--- config.mk ---
export PLATFORM = sky130hd
export DESIGN_NAME = keyed_record_stream_parser_top
export DESIGN_NICKNAME = d
export VERILOG_FILES = /design/src/sv/krsp_pkg.sv /design/src/sv/krsp_core.sv /design/src/sv/krsp_out_stage.sv /design/src/sv/keyed_record_stream_parser_top.sv
export VERILOG_INCLUDE_DIRS = /design/src /design/src/sv
export SDC_FILE = /design/constraint.sdc
export NUM_CORES = 1
export LEC_CHECK = 0
export BUFFER_PORTS_ARGS = -buffer_cell sky130_fd_sc_hd__buf_2
export CAP_MARGIN = 20
export CORE_ASPECT_RATIO = 1.2
export CORE_UTILIZATION = 45
export DETAILED_ROUTE_END_ITERATION = 8
export PLACE_DENSITY = 0.69
export SETUP_SLACK_MARGIN = 0.1
export SLEW_MARGIN = 25
export SYNTH_ARGS = -nofsm -noshare
export SYNTH_HDL_FRONTEND = slang
export SYNTH_SLANG_ARGS = --single-unit
export TNS_END_PERCENT = 10
--- constraint.sdc ---
create_clock -name clk -period 2.9 [get_ports clk]
set_input_delay 0.29 -clock clk [delete_from_list [all_inputs] [get_ports clk]]
set_output_delay 0.29 -clock clk [all_outputs]
set_load 0.05 [all_outputs]
--- src/sv/keyed_record_stream_parser_top_macros.svh ---
// assertion macros for the snapshot parser rtl
// expects clk and rst_n in the scope of each use
`ifndef KEYED_RECORD_STREAM_PARSER_TOP_MACROS_SVH
`define KEYED_RECORD_STREAM_PARSER_TOP_MACROS_SVH

// same-cycle implication, checked out of reset
`define KRSP_ASSERT_NOW(lbl, ante, cons, msg) \
    lbl: assert property (@(posedge clk) disable iff (!rst_n) (ante) |-> (cons)) \
        else $error(msg);

// next-cycle implication, checked out of reset
`define KRSP_ASSERT_NEXT(lbl, ante, cons, msg) \
    lbl: assert property (@(posedge clk) disable iff (!rst_n) (ante) |=> (cons)) \
        else $error(msg);

`endif

--- src/sv/krsp_pkg.sv ---
// types and constants for the keyed record snapshot parser
// no dependencies
`timescale 1ns / 1ps

package krsp_pkg;

    localparam int SIG_LEN = 11;
    localparam int SIG_POS_BITS = 4;

    // file signature bytes
    localparam logic [7:0] SIG_TABLE [SIG_LEN] = '{
        8'h46, 8'h4F, 8'h55, 8'h52, 8'h2D, 8'h46, 8'h41, 8'h49, 8'h54, 8'h48, 8'h3A
    };

    // byte classes
    localparam logic [2:0] CLS_SIG  = 3'd0;
    localparam logic [2:0] CLS_VER  = 3'd1;
    localparam logic [2:0] CLS_KLEN = 3'd2;
    localparam logic [2:0] CLS_KEY  = 3'd3;
    localparam logic [2:0] CLS_VLO  = 3'd4;
    localparam logic [2:0] CLS_VHI  = 3'd5;
    localparam logic [2:0] CLS_VAL  = 3'd6;
    localparam logic [2:0] CLS_IGN  = 3'd7;

    // status codes
    localparam logic [2:0] ST_OK        = 3'd0;
    localparam logic [2:0] ST_BAD_SIG   = 3'd1;
    localparam logic [2:0] ST_NO_VER    = 3'd2;
    localparam logic [2:0] ST_EMPTY_KEY = 3'd3;
    localparam logic [2:0] ST_KEY_CUT   = 3'd4;
    localparam logic [2:0] ST_VAL_CUT   = 3'd5;
    localparam logic [2:0] ST_BAD_CHAR  = 3'd6;
    localparam logic [2:0] ST_NO_RECS   = 3'd7;

    typedef enum logic [7:0] {
        PH_SIG  = 8'b0000_0001,
        PH_VER  = 8'b0000_0010,
        PH_KLEN = 8'b0000_0100,
        PH_KEY  = 8'b0000_1000,
        PH_VLO  = 8'b0001_0000,
        PH_VHI  = 8'b0010_0000,
        PH_VAL  = 8'b0100_0000,
        PH_IGN  = 8'b1000_0000
    } phase_t;

    typedef struct packed {
        logic [7:0] data_byte;
        logic       last_byte;
    } byte_item_t;

    typedef struct packed {
        logic [2:0]  byte_class;
        logic [7:0]  echo_byte;
        logic [15:0] record_index;
        logic        record_end;
        logic        stream_done;
        logic [2:0]  status_code;
        logic [15:0] good_records;
        logic [7:0]  format_version;
    } result_item_t;

    // letters, digits, underscore, dot, dash
    function automatic logic key_char_ok(input logic [7:0] c);
        return (c inside {[8'h41:8'h5A], [8'h61:8'h7A], [8'h30:8'h39], 8'h5F, 8'h2E, 8'h2D});
    endfunction

endpackage

--- src/sv/krsp_core.sv ---
// parser state and per-byte classification for the snapshot parser
// depends on krsp_pkg and keyed_record_stream_parser_top_macros.svh
`timescale 1ns / 1ps
`include "keyed_record_stream_parser_top_macros.svh"

module krsp_core
    import krsp_pkg::*;
#(
    parameter int COUNT_BITS = 16
)
(
    input  logic         clk,
    input  logic         rst_n,
    input  logic         in_fire,
    input  byte_item_t   in_item,
    output result_item_t result
);

    phase_t                  phase_reg, phase_next;
    logic [SIG_POS_BITS-1:0] sig_pos_reg, sig_pos_next;
    logic [7:0]              key_left_reg, key_left_next;
    logic [15:0]             value_left_reg, value_left_next;
    logic [7:0]              length_low_reg, length_low_next;
    logic                    key_bad_reg, key_bad_next;
    logic [COUNT_BITS-1:0]   total_reg, total_next;
    logic [7:0]              version_reg, version_next;
    logic [2:0]              error_reg, error_next;

    logic [2:0]  cls;
    logic        complete;
    logic        rec_end;
    logic [2:0]  status;
    logic [7:0]  b;
    logic        last;
    logic [15:0] vlen;

    assign b    = in_item.data_byte;
    assign last = in_item.last_byte;
    assign vlen = {b, length_low_reg};

    always_comb
    begin
        phase_next      = phase_reg;
        sig_pos_next    = sig_pos_reg;
        key_left_next   = key_left_reg;
        value_left_next = value_left_reg;
        length_low_next = length_low_reg;
        key_bad_next    = key_bad_reg;
        total_next      = total_reg;
        version_next    = version_reg;
        error_next      = error_reg;
        cls             = CLS_IGN;
        complete        = 1'b0;
        rec_end         = 1'b0;

        case (phase_reg)
            PH_SIG:
            begin
                cls = CLS_SIG;
                if ((32'(sig_pos_reg) >= SIG_LEN) || (b != SIG_TABLE[sig_pos_reg]))
                begin
                    error_next = ST_BAD_SIG;
                    phase_next = PH_IGN;
                end
                else if (32'(sig_pos_reg) == SIG_LEN - 1)
                begin
                    sig_pos_next = '0;
                    phase_next   = PH_VER;
                    if (last)
                    begin
                        error_next = ST_NO_VER;
                        phase_next = PH_IGN;
                    end
                end
                else
                begin
                    sig_pos_next = sig_pos_reg + 1'b1;
                    if (last)
                    begin
                        error_next = ST_BAD_SIG;
                        phase_next = PH_IGN;
                    end
                end
            end
            PH_VER:
            begin
                cls          = CLS_VER;
                version_next = b;
                phase_next   = PH_KLEN;
            end
            PH_KLEN:
            begin
                cls = CLS_KLEN;
                if (b == 8'd0)
                begin
                    error_next = ST_EMPTY_KEY;
                    phase_next = PH_IGN;
                end
                else
                begin
                    key_left_next = b;
                    key_bad_next  = 1'b0;
                    phase_next    = PH_KEY;
                    if (last)
                    begin
                        error_next = ST_KEY_CUT;
                        phase_next = PH_IGN;
                    end
                end
            end
            PH_KEY:
            begin
                cls = CLS_KEY;
                if (!key_char_ok(b))
                begin
                    key_bad_next = 1'b1;
                end
                key_left_next = key_left_reg - 1'b1;
                if (key_left_reg == 8'd1)
                begin
                    phase_next = PH_VLO;
                end
                if (last)
                begin
                    error_next = ST_KEY_CUT;
                    phase_next = PH_IGN;
                end
            end
            PH_VLO:
            begin
                cls             = CLS_VLO;
                length_low_next = b;
                phase_next      = PH_VHI;
                if (last)
                begin
                    error_next = ST_KEY_CUT;
                    phase_next = PH_IGN;
                end
            end
            PH_VHI:
            begin
                cls             = CLS_VHI;
                value_left_next = vlen;
                if (vlen == 16'd0)
                begin
                    complete = 1'b1;
                end
                else
                begin
                    phase_next = PH_VAL;
                    if (last)
                    begin
                        error_next = ST_VAL_CUT;
                        phase_next = PH_IGN;
                    end
                end
            end
            PH_VAL:
            begin
                cls             = CLS_VAL;
                value_left_next = value_left_reg - 1'b1;
                if (value_left_reg == 16'd1)
                begin
                    complete = 1'b1;
                end
                else if (last)
                begin
                    error_next = ST_VAL_CUT;
                    phase_next = PH_IGN;
                end
            end
            PH_IGN:
            begin
                cls = CLS_IGN;
            end
            default:
            begin
                cls        = CLS_IGN;
                phase_next = PH_IGN;
            end
        endcase

        // key charset is judged once the whole record is in
        if (complete)
        begin
            if (key_bad_reg)
            begin
                error_next = ST_BAD_CHAR;
                phase_next = PH_IGN;
            end
            else
            begin
                if (total_reg != '1)
                begin
                    total_next = total_reg + 1'b1;
                end
                rec_end    = 1'b1;
                phase_next = PH_KLEN;
            end
        end

        status = error_next;
        if (last && (error_next == ST_OK) && (total_next == '0))
        begin
            status = ST_NO_RECS;
        end

        result.byte_class     = cls;
        result.echo_byte      = b;
        result.record_index   = 16'(total_reg);
        result.record_end     = rec_end;
        result.stream_done    = last;
        result.status_code    = status;
        result.good_records   = 16'(total_next);
        result.format_version = version_next;

        // the last byte starts the parser over for the next file
        if (last)
        begin
            phase_next      = PH_SIG;
            sig_pos_next    = '0;
            key_left_next   = '0;
            value_left_next = '0;
            length_low_next = '0;
            key_bad_next    = 1'b0;
            total_next      = '0;
            version_next    = '0;
            error_next      = ST_OK;
        end
    end

    always_ff @(posedge clk or negedge rst_n)
    begin
        if (!rst_n)
        begin
            phase_reg      <= PH_SIG;
            sig_pos_reg    <= '0;
            key_left_reg   <= '0;
            value_left_reg <= '0;
            length_low_reg <= '0;
            key_bad_reg    <= 1'b0;
            total_reg      <= '0;
            version_reg    <= '0;
            error_reg      <= ST_OK;
        end
        else if (in_fire)
        begin
            phase_reg      <= phase_next;
            sig_pos_reg    <= sig_pos_next;
            key_left_reg   <= key_left_next;
            value_left_reg <= value_left_next;
            length_low_reg <= length_low_next;
            key_bad_reg    <= key_bad_next;
            total_reg      <= total_next;
            version_reg    <= version_next;
            error_reg      <= error_next;
        end
    end

    `KRSP_ASSERT_NOW(a_err_iff_ign, 1'b1,
        (error_reg != ST_OK) == (phase_reg == PH_IGN),
        "held error and ignore phase disagree")
    `KRSP_ASSERT_NOW(a_end_cls, in_fire && result.record_end,
        (result.byte_class == CLS_VHI) || (result.byte_class == CLS_VAL),
        "record end on a non-value byte")
    `KRSP_ASSERT_NOW(a_end_ok, in_fire && result.record_end,
        result.status_code == ST_OK,
        "record end with error status")
    `KRSP_ASSERT_NEXT(a_last_restart, in_fire && in_item.last_byte,
        (phase_reg == PH_SIG) && (total_reg == '0),
        "parser not restarted after last byte")

endmodule

--- src/sv/krsp_out_stage.sv ---
// result register with valid/ready handshake for the snapshot parser
// depends on krsp_pkg
`timescale 1ns / 1ps

module krsp_out_stage
    import krsp_pkg::*;
(
    input  logic         clk,
    input  logic         rst_n,
    input  logic         load,
    input  result_item_t load_data,
    output logic         can_load,
    output logic         result_valid,
    input  logic         result_ready,
    output result_item_t result_data
);

    logic         valid_reg;
    result_item_t data_reg;

    // a new result may replace one that is taken in the same cycle
    assign can_load     = !valid_reg || result_ready;
    assign result_valid = valid_reg;
    assign result_data  = data_reg;

    always_ff @(posedge clk or negedge rst_n)
    begin
        if (!rst_n)
        begin
            valid_reg <= 1'b0;
        end
        else if (can_load)
        begin
            valid_reg <= load;
        end
    end

    always_ff @(posedge clk)
    begin
        if (load)
        begin
            data_reg <= load_data;
        end
    end

endmodule

--- src/sv/keyed_record_stream_parser_top.sv ---
// channel      | direction | payload
// byte_*       | in        | byte_item_t   (data_byte, last_byte)
// result_*     | out       | result_item_t (one result per byte)
//
// one byte per clock unless stalled; the result appears in the cycle after the byte transaction
// the parser state advances in the cycle of the transaction, the output register holds the result
// a stalled result holds off new bytes only while the output register is full and not taken
// reset returns the parser to the signature phase with no result pending
// depends on krsp_pkg, krsp_core and krsp_out_stage
`timescale 1ns / 1ps

module keyed_record_stream_parser_top
    import krsp_pkg::*;
#(
    parameter int COUNT_BITS = 16
)
(
    input  logic         clk,
    input  logic         rst_n,
    input  logic         byte_valid,
    output logic         byte_ready,
    input  byte_item_t   byte_data,
    output logic         result_valid,
    input  logic         result_ready,
    output result_item_t result_data
);

    logic         fire;
    logic         can_load;
    result_item_t step_result;

    assign byte_ready = can_load;
    assign fire       = byte_valid && can_load;

    krsp_core #(
        .COUNT_BITS (COUNT_BITS)
    ) u_core (
        .clk     (clk),
        .rst_n   (rst_n),
        .in_fire (fire),
        .in_item (byte_data),
        .result  (step_result)
    );

    krsp_out_stage u_out (
        .clk          (clk),
        .rst_n        (rst_n),
        .load         (fire),
        .load_data    (step_result),
        .can_load     (can_load),
        .result_valid (result_valid),
        .result_ready (result_ready),
        .result_data  (result_data)
    );

endmodule
==> metrics.csv, run 1 <==
metric,value,unit
status,"complete, but fails checks",
failing checks,negative setup slack,
Clock Latency Late Sink,0.42,ns
layout cells sized above 1,28.8,%
Root Driver,clkbuf_16,
Yosys warnings,0,
Initial Util,46.2,%
asr flop ratio synth,56.6,%
crit path launch type,flip-flop,
core area,15000,um2
WL final,18700,um
Finish-stage setup viols,4,
Mapped Area,6940,um2
fin cells,1052,
slew of the pin with the lowest slew margin,1.05,ns
first-pass GRT wire length,30400,um
RSZ-0062 raised after global routing,yes,
die height,138,um
number of flops mapped to enable cells by yosys,56,
combinational fraction of design power,21.0,%
initial antenna violation count,0,
Clock power frac,39.5,%
hold_ws,0.0785,ns
P_int,3.84,mW
syn nets,722,
worst path required time,3.18,ns
Max VDD drop,0.355,mV
# rows,49,
Final ANT Viol Nets,0,
detailed-route wire length per cell,17.8,um
n_diodes,0,
I/O Pins,71,
power per cell area,621,nW/um2
Crit Path Class,flip-flop to flip-flop,
HP Start,byte_valid,
Final Total Pwr,5.47,mW
P_leak,3.74,nW
fill cell count,1266,
r2r endpoint,u_out.result_data[25],
PnR worst setup slack,-0.214,ns
Max Cap Viol,0,
crit path capture type,flip-flop,
IO buf count,70,
routed via count,5981,
r2r startpoint,u_core.value_left_reg[7],
remaining global-route overflow,0,
post-layout min period,3.11,ns
Placed Cells,1017,
Global Route Usage Sum,24.8,%
Yosys reg bits,129,
average cell area after synthesis,9.96,um2
"Slew Viols, Final",0,
Net Sw Power,1.64,mW
full die area,15900,um2
Clock Tree Buf Depth,2,
drt drc,0,
CTS H-tree lvls,4,
vias in the first global route,6116,
max reg flops,56,
post-DP HPWL,13200,um
Final Hold Fails,0,
1st-iter DRT viols,448,
Die Wd,115,um
Num CTS Buffers,17,
GPL Wtd Cong,0.937,
clock slew at reported path FFs,0.06,ns
Unique masters post-synth,65,
hold crit path type,input pin to flip-flop,
CP Max Fanout,5,
hold endpoint,u_out.result_valid,
Final #Nets,861,
Most used DFF post-synth,dfrtp_1,
Sw Ratio,29.9,%
maximum clock frequency,321,MHz
largest net degree at the start of global routing,74,
routed vias/inst,5.69,
final worst-path cycle share,107,%
slew margin rel.,29.6,%
Sequential Power Share,39.5,%
area grow syn2layout,27.0,%
hold path depth,2,
sequential area share after synthesis,50.5,%
arrival time worst endpoint,3.40,ns
first drt pass iteration count,7,
FF-to-FF path depth,10,
Worst Skew,0.00905,ns
reg2reg setup slack,-0.21,ns
CTS tree,built,
Clock Sinks,129,
Post-Syn Instances,697,
[logic make-up (layout without fill, tap and decap cells)]
family,count (synthesis),in the layout,synth area share (%)
fa+ha+maj,12,12,2.16
simple gates,278,278,22.2
buf+inv,56,207,3.37
flops,129,129,50.5
mux,18,18,2.78
compound gates,184,184,16.4
xor+xnor,20,20,2.52
[synth_stat cells, drive strengths merged, types with 8 or more instances]
cell type / n / share of area (%)
nor3: 18 / 1.4
ha: 12 / 2.2
a22o: 14 / 1.8
nor4: 15 / 2.1
nand3: 22 / 1.6
nor2: 56 / 3.0
nor2b: 11 / 0.99
nand2: 71 / 3.8
dfrtp: 72 / 26
mux2i: 8 / 1.2
xor2: 9 / 1.1
o21ai: 81 / 5.8
clkbuf: 35 / 1.9
or4: 8 / 0.97
inv: 16 / 0.87
nand2b: 17 / 1.5
edfxtp: 56 / 24
o31ai: 11 / 1.2
nand4: 9 / 0.90
a21oi: 42 / 3.1
xnor2: 11 / 1.4
mux2: 10 / 1.6
or3: 8 / 0.79
[critical path, stage by stage (launching register included)]
cell	delay (ns)
dfrtp_1	0.38
or4_4	0.54
or3_4	0.36
o32a_2	0.42
or3_4	0.40
buf_12	0.15
mux2i_1	0.26
a21oi_2	0.10
nor3_2	0.14
nand4_2	0.12
nand2_1	0.10
[worst max path at each step]
| stage | startpoint | to | slack [ns] | cells after the start |
|---|---|---|---|---|
| CTS | u_core.value_left_reg[7] | u_out.result_data[24] | -0.13 | 9 |
| floorplan | byte_data[2] | u_out.result_data[24] | -0.11 | 10 |
| global route | u_core.value_left_reg[7] | u_out.result_data[25] | -0.32 | 10 |
| detailed placement | byte_data[6] | u_out.result_data[24] | -0.28 | 11 |
| finish | u_core.value_left_reg[7] | u_out.result_data[25] | -0.21 | 10 |
| global placement | byte_data[6] | u_out.result_data[25] | -0.19 | 10 |
[through the flow]
step	setup slack [ns]	TNS (ns)	instance area, um2	utilization, %
4_1_cts	-0.134	-0.435	8730	58.1
3_3_place_gp	-0.192	-1.27	8050	53.6
6_report	-0.214	-0.634	8810	58.7
3_5_place_dp	-0.282	-1.99	8050	53.6
5_1_grt	-0.323	-1.36	8810	58.7
2_1_floorplan	-0.114	-0.485	6950	-
[metal layers]
layer,wire [um],GRT usage [%],vias up
li1,-,-,2858
met1,7800,29.7,2881
met2,9590,41.9,202
met3,800,5.48,40
met4,510,11.4,0
met5,0,0,-
[power groups by stage]
stage,Combinational (mW),Clock (mW),Sequential [mW]
finish,1.15,2.16,2.16
global route,1.25,2.28,2.18
CTS,1.13,2.20,2.16
detailed placement,1.11,0,2.19
global placement,1.09,0,2.19
floorplan,0.538,0,2.38
[area by class of cell]
class	instances	area, um2	share of cell area, %
Timing Repair Buffer	159	1060	12.1
Tap cell	204	255	2.90
Inverter	17	68.8	0.781
Multi-Input combinational cell	512	3310	37.6
Sequential cell	129	3510	39.8
Clock buffer	18	439	4.98
Clock inverter	13	163	1.85
[layout by cell type, fill, tap and decap left out, types with 5 or more instances in the layout]
master     synthesis  final
nor2b_1           11     11
mux2_2            10     10
a22o_1            14     14
nand4_1            8      8
nor4_1            11     10
o21ai_1            8     10
nand4b_1           6      6
o31ai_1           11      9
nor2_1            56     54
clkbuf_16          0     17
or4_4              2      5
edfxtp_1          56     56
ha_1              12     12
nand2b_1          17     16
buf_6              3      5
nand2_1           71     69
mux2i_1            8      8
xor2_1             9      9
dfrtp_1           72     72
or3_1              7      6
nor3_1            16     13
and3_1             7      7
clkinv_4           0      5
o21ai_0           73     71
xnor2_1           11     11
buf_2              1     70
a21oi_1           41     39
inv_1             16     14
buf_4              0     81
nand3_1           22     22
[repair_timing]
action                                  CTS  global route
gates resized for setup                  13            20
pin swaps                                 7             5
hold endpoints to repair                 72             0
hold buffers                              1             0
endpoints found under the setup margin   27            37
setup buffers                             1             2
(Power assumes the default switching activity.)
==> run 2: changes to the inputs <==
SYNTH_HIERARCHICAL = 1   (was default)
==> run 2 against run 1 <==
  * Synthesized area increased by 1.5%
  * Final cell count grew 0.95%
  * Wire length is 5.6% higher
  * Critical path type unchanged
  * The flow still finishes with violations (negative setup slack)
  * Register-to-register slack got worse by 0.05 ns
  * Fmax shrank 1.5%
  * Combinational power is 13% lower
==> metrics.csv, run 2 <==
metric,value,unit
I/O Pins,71,
Worst Skew,0.00746,ns
Crit Path Class,flip-flop to flip-flop,
Yosys reg bits,129,
remaining global-route overflow,0,
detailed-route wire length per cell,18.6,um
slew margin rel.,57.6,%
clock slew at reported path FFs,0.06,ns
asr flop ratio synth,56.6,%
Initial Util,46.5,%
CP Max Fanout,4,
Finish-stage setup viols,9,
failing checks,negative setup slack,
first-pass GRT wire length,32000,um
PnR worst setup slack,-0.262,ns
post-DP HPWL,13700,um
Global Route Usage Sum,26.0,%
layout cells sized above 1,30.5,%
Synth area leaders,"dfrtp_1 (26%), edfxtp_1 (24%), o21ai_0 (4.8%), nand2_1 (3.3%), nor2_1 (2.8%)",
Max Cap Viol,0,
status,"complete, but fails checks",
CTS H-tree lvls,4,
P_leak,3.92,nW
arrival time worst endpoint,3.43,ns
GPL Wtd Cong,0.896,
Clock Sinks,129,
Post-Syn Instances,701,
number of flops mapped to enable cells by yosys,56,
hold crit path type,input pin to flip-flop,
"slowest stage delay, CP",0.61,ns
"Slew Viols, Final",0,
"most used cell, CP",or4_4,
Final #Nets,870,
Final ANT Viol Nets,0,
Most used DFF post-synth,dfrtp_1,
power per cell area,585,nW/um2
slew of the pin with the lowest slew margin,0.620,ns
initial antenna violation count,0,
die height,139,um
"top cells by count, synth","dfrtp_1 (72), o21ai_0 (68), nand2_1 (61)",
largest net degree at the start of global routing,52,
routed via count,6159,
most frequent cell after synthesis,dfrtp_1,
reg2reg setup slack,-0.26,ns
RSZ-0062 raised after global routing,yes,
full die area,16200,um2
area grow syn2layout,27.1,%
average cell area after synthesis,10.0,um2
"area leader, netlist",dfrtp_1,
drt drc,0,
1st-iter DRT viols,444,
final non-filler cell area,8960,um2
syn nets,726,
critical-path cell list,"or4_4, or4_4, o32ai_4, nor4b_4, xor2_1, nor4bb_2, buf_4, nand3_2, o21ai_1",
worst path required time,3.16,ns
# rows,49,
"commonest non-fill, non-tap cell in the layout",buf_4,
CP max-delay cell,or4_4,
maximum clock frequency,316,MHz
total negative slack,-0.934,ns
sequential area share after synthesis,49.8,%
max reg flops,56,
final worst-path cycle share,109,%
post-layout min period,3.16,ns
crit path capture type,flip-flop,
pre-CTS setup slack,-0.480,ns
hold_ws,0.151,ns
vias in the first global route,6284,
Top Family by Delay on Critical Path,simple AND/OR/NAND/NOR gates,
Final Hold Fails,0,
"Core Util, Final",59.1,%
routed vias/inst,5.80,
"commonest non-fill, non-tap cells in the layout","buf_4 (99), dfrtp_1 (71), buf_2 (70), o21ai_0 (67), nand2_1 (60)",
Mapped Area,7040,um2
buffer and inverter count on the worst path,1,
Root Driver,clkbuf_16,
share of Yosys cell area claimed by the top area cell type,25.6,%
Clock Latency Late Sink,0.42,ns
Die Wd,116,um
Yosys warnings,6,
placed cell areas,8150,um2
Num CTS Buffers,17,
n_diodes,0,
Max VDD drop,0.306,mV
Unique masters post-synth,75,
Clock Tree Buf Depth,2,
CTS tree,built,
first drt pass iteration count,7,
WL final,19800,um
core area,15100,um2
crit path launch type,flip-flop,
IO buf count,70,
==> run 2: cell types whose count changed after synthesis, moves of 5 or more <==
cell	change
nand2b_1	-13
buf_4	+10
nand2_1	-10
nor3_1	+9
a21o_1	+7
a21oi_1	-7
o2bb2ai_1	+6
o21ai_0	-5
==> run 2: routing by layer <==
layer	vias up	global-route usage, %	part of all wire [%]
met5	-	0	0
met4	0	12.7	3.2
met3	52	4.98	5.2
met2	244	44.7	52
met1	2985	30.6	40
li1	2878	-	-
==> run 2: kinds of logic after synthesis <==
logic type                 count (synthesis)  share of synthesized area [%]
DFF                                      129                           49.8
AOI/OAI and AO/OA                        189                           17.4
xor gates and xnor gates                  23                           2.86
and+or+nand+nor                          262                           20.4
adders and majority gates                 12                           2.13
muxes                                     20                           3.09
buffers and inverters                     66                           4.28
==> run 2: final timing paths <==
| path | from | end | cells after the start |
|---|---|---|---|
| setup / recovery | u_core/value_left_reg[8] | u_out/result_data[25] | 9 |
| hold / removal | result_ready | u_out/result_valid | 3 |
| setup reg to reg | u_core/value_left_reg[8] | u_out/result_data[25] | 9 |
| hold reg to reg | u_core/version_reg[1] | u_core/version_reg[1] | 1 |
| max in group asynchronous | rst_n | u_core/total_reg[10] | 3 |
| min in group asynchronous | rst_n | u_core/value_left_reg[9] | 2 |
==> run 2: worst min-delay path: cells and delay by family <==
kind | cells | cell delay [ns]
buf+inv | 1 | 0.08
simple gates | 2 | 0.17
==> run 2: area by class of cell <==
class | count | area, um2
clock buffer | 22 | 444
clock inverter | 10 | 138
fill | 1294 | 6190
inverter | 17 | 63.8
multi-input combinational | 506 | 3390
sequential | 129 | 3510
tap | 204 | 255
timing repair buffer | 174 | 1160
==> run 2: per-stage QoR <==
step | instances | power [mW]
after floorplan | 701 | 2.77
after global placement | 1021 | 3.07
after detailed placement | 1021 | 3.10
after CTS | 1059 | 5.26
after global routing | 1062 | 5.45
final | 1062 | 5.24
==> run 2: timing repair <==
item                                   CTS  global route
buffers inserted                         5             3
hold buffers                             1             0
pin swaps                                7             7
resized for setup                       15            19
endpoints found under the hold margin   18             0
setup endpoints to repair               31            32
==> run 2: where the power goes <==
group | internal (mW) | switching (mW) | total, mW
clock | 1.35 | 0.770 | 2.12
combinational | 0.358 | 0.644 | 1.00
sequential | 2.03 | 0.0853 | 2.12
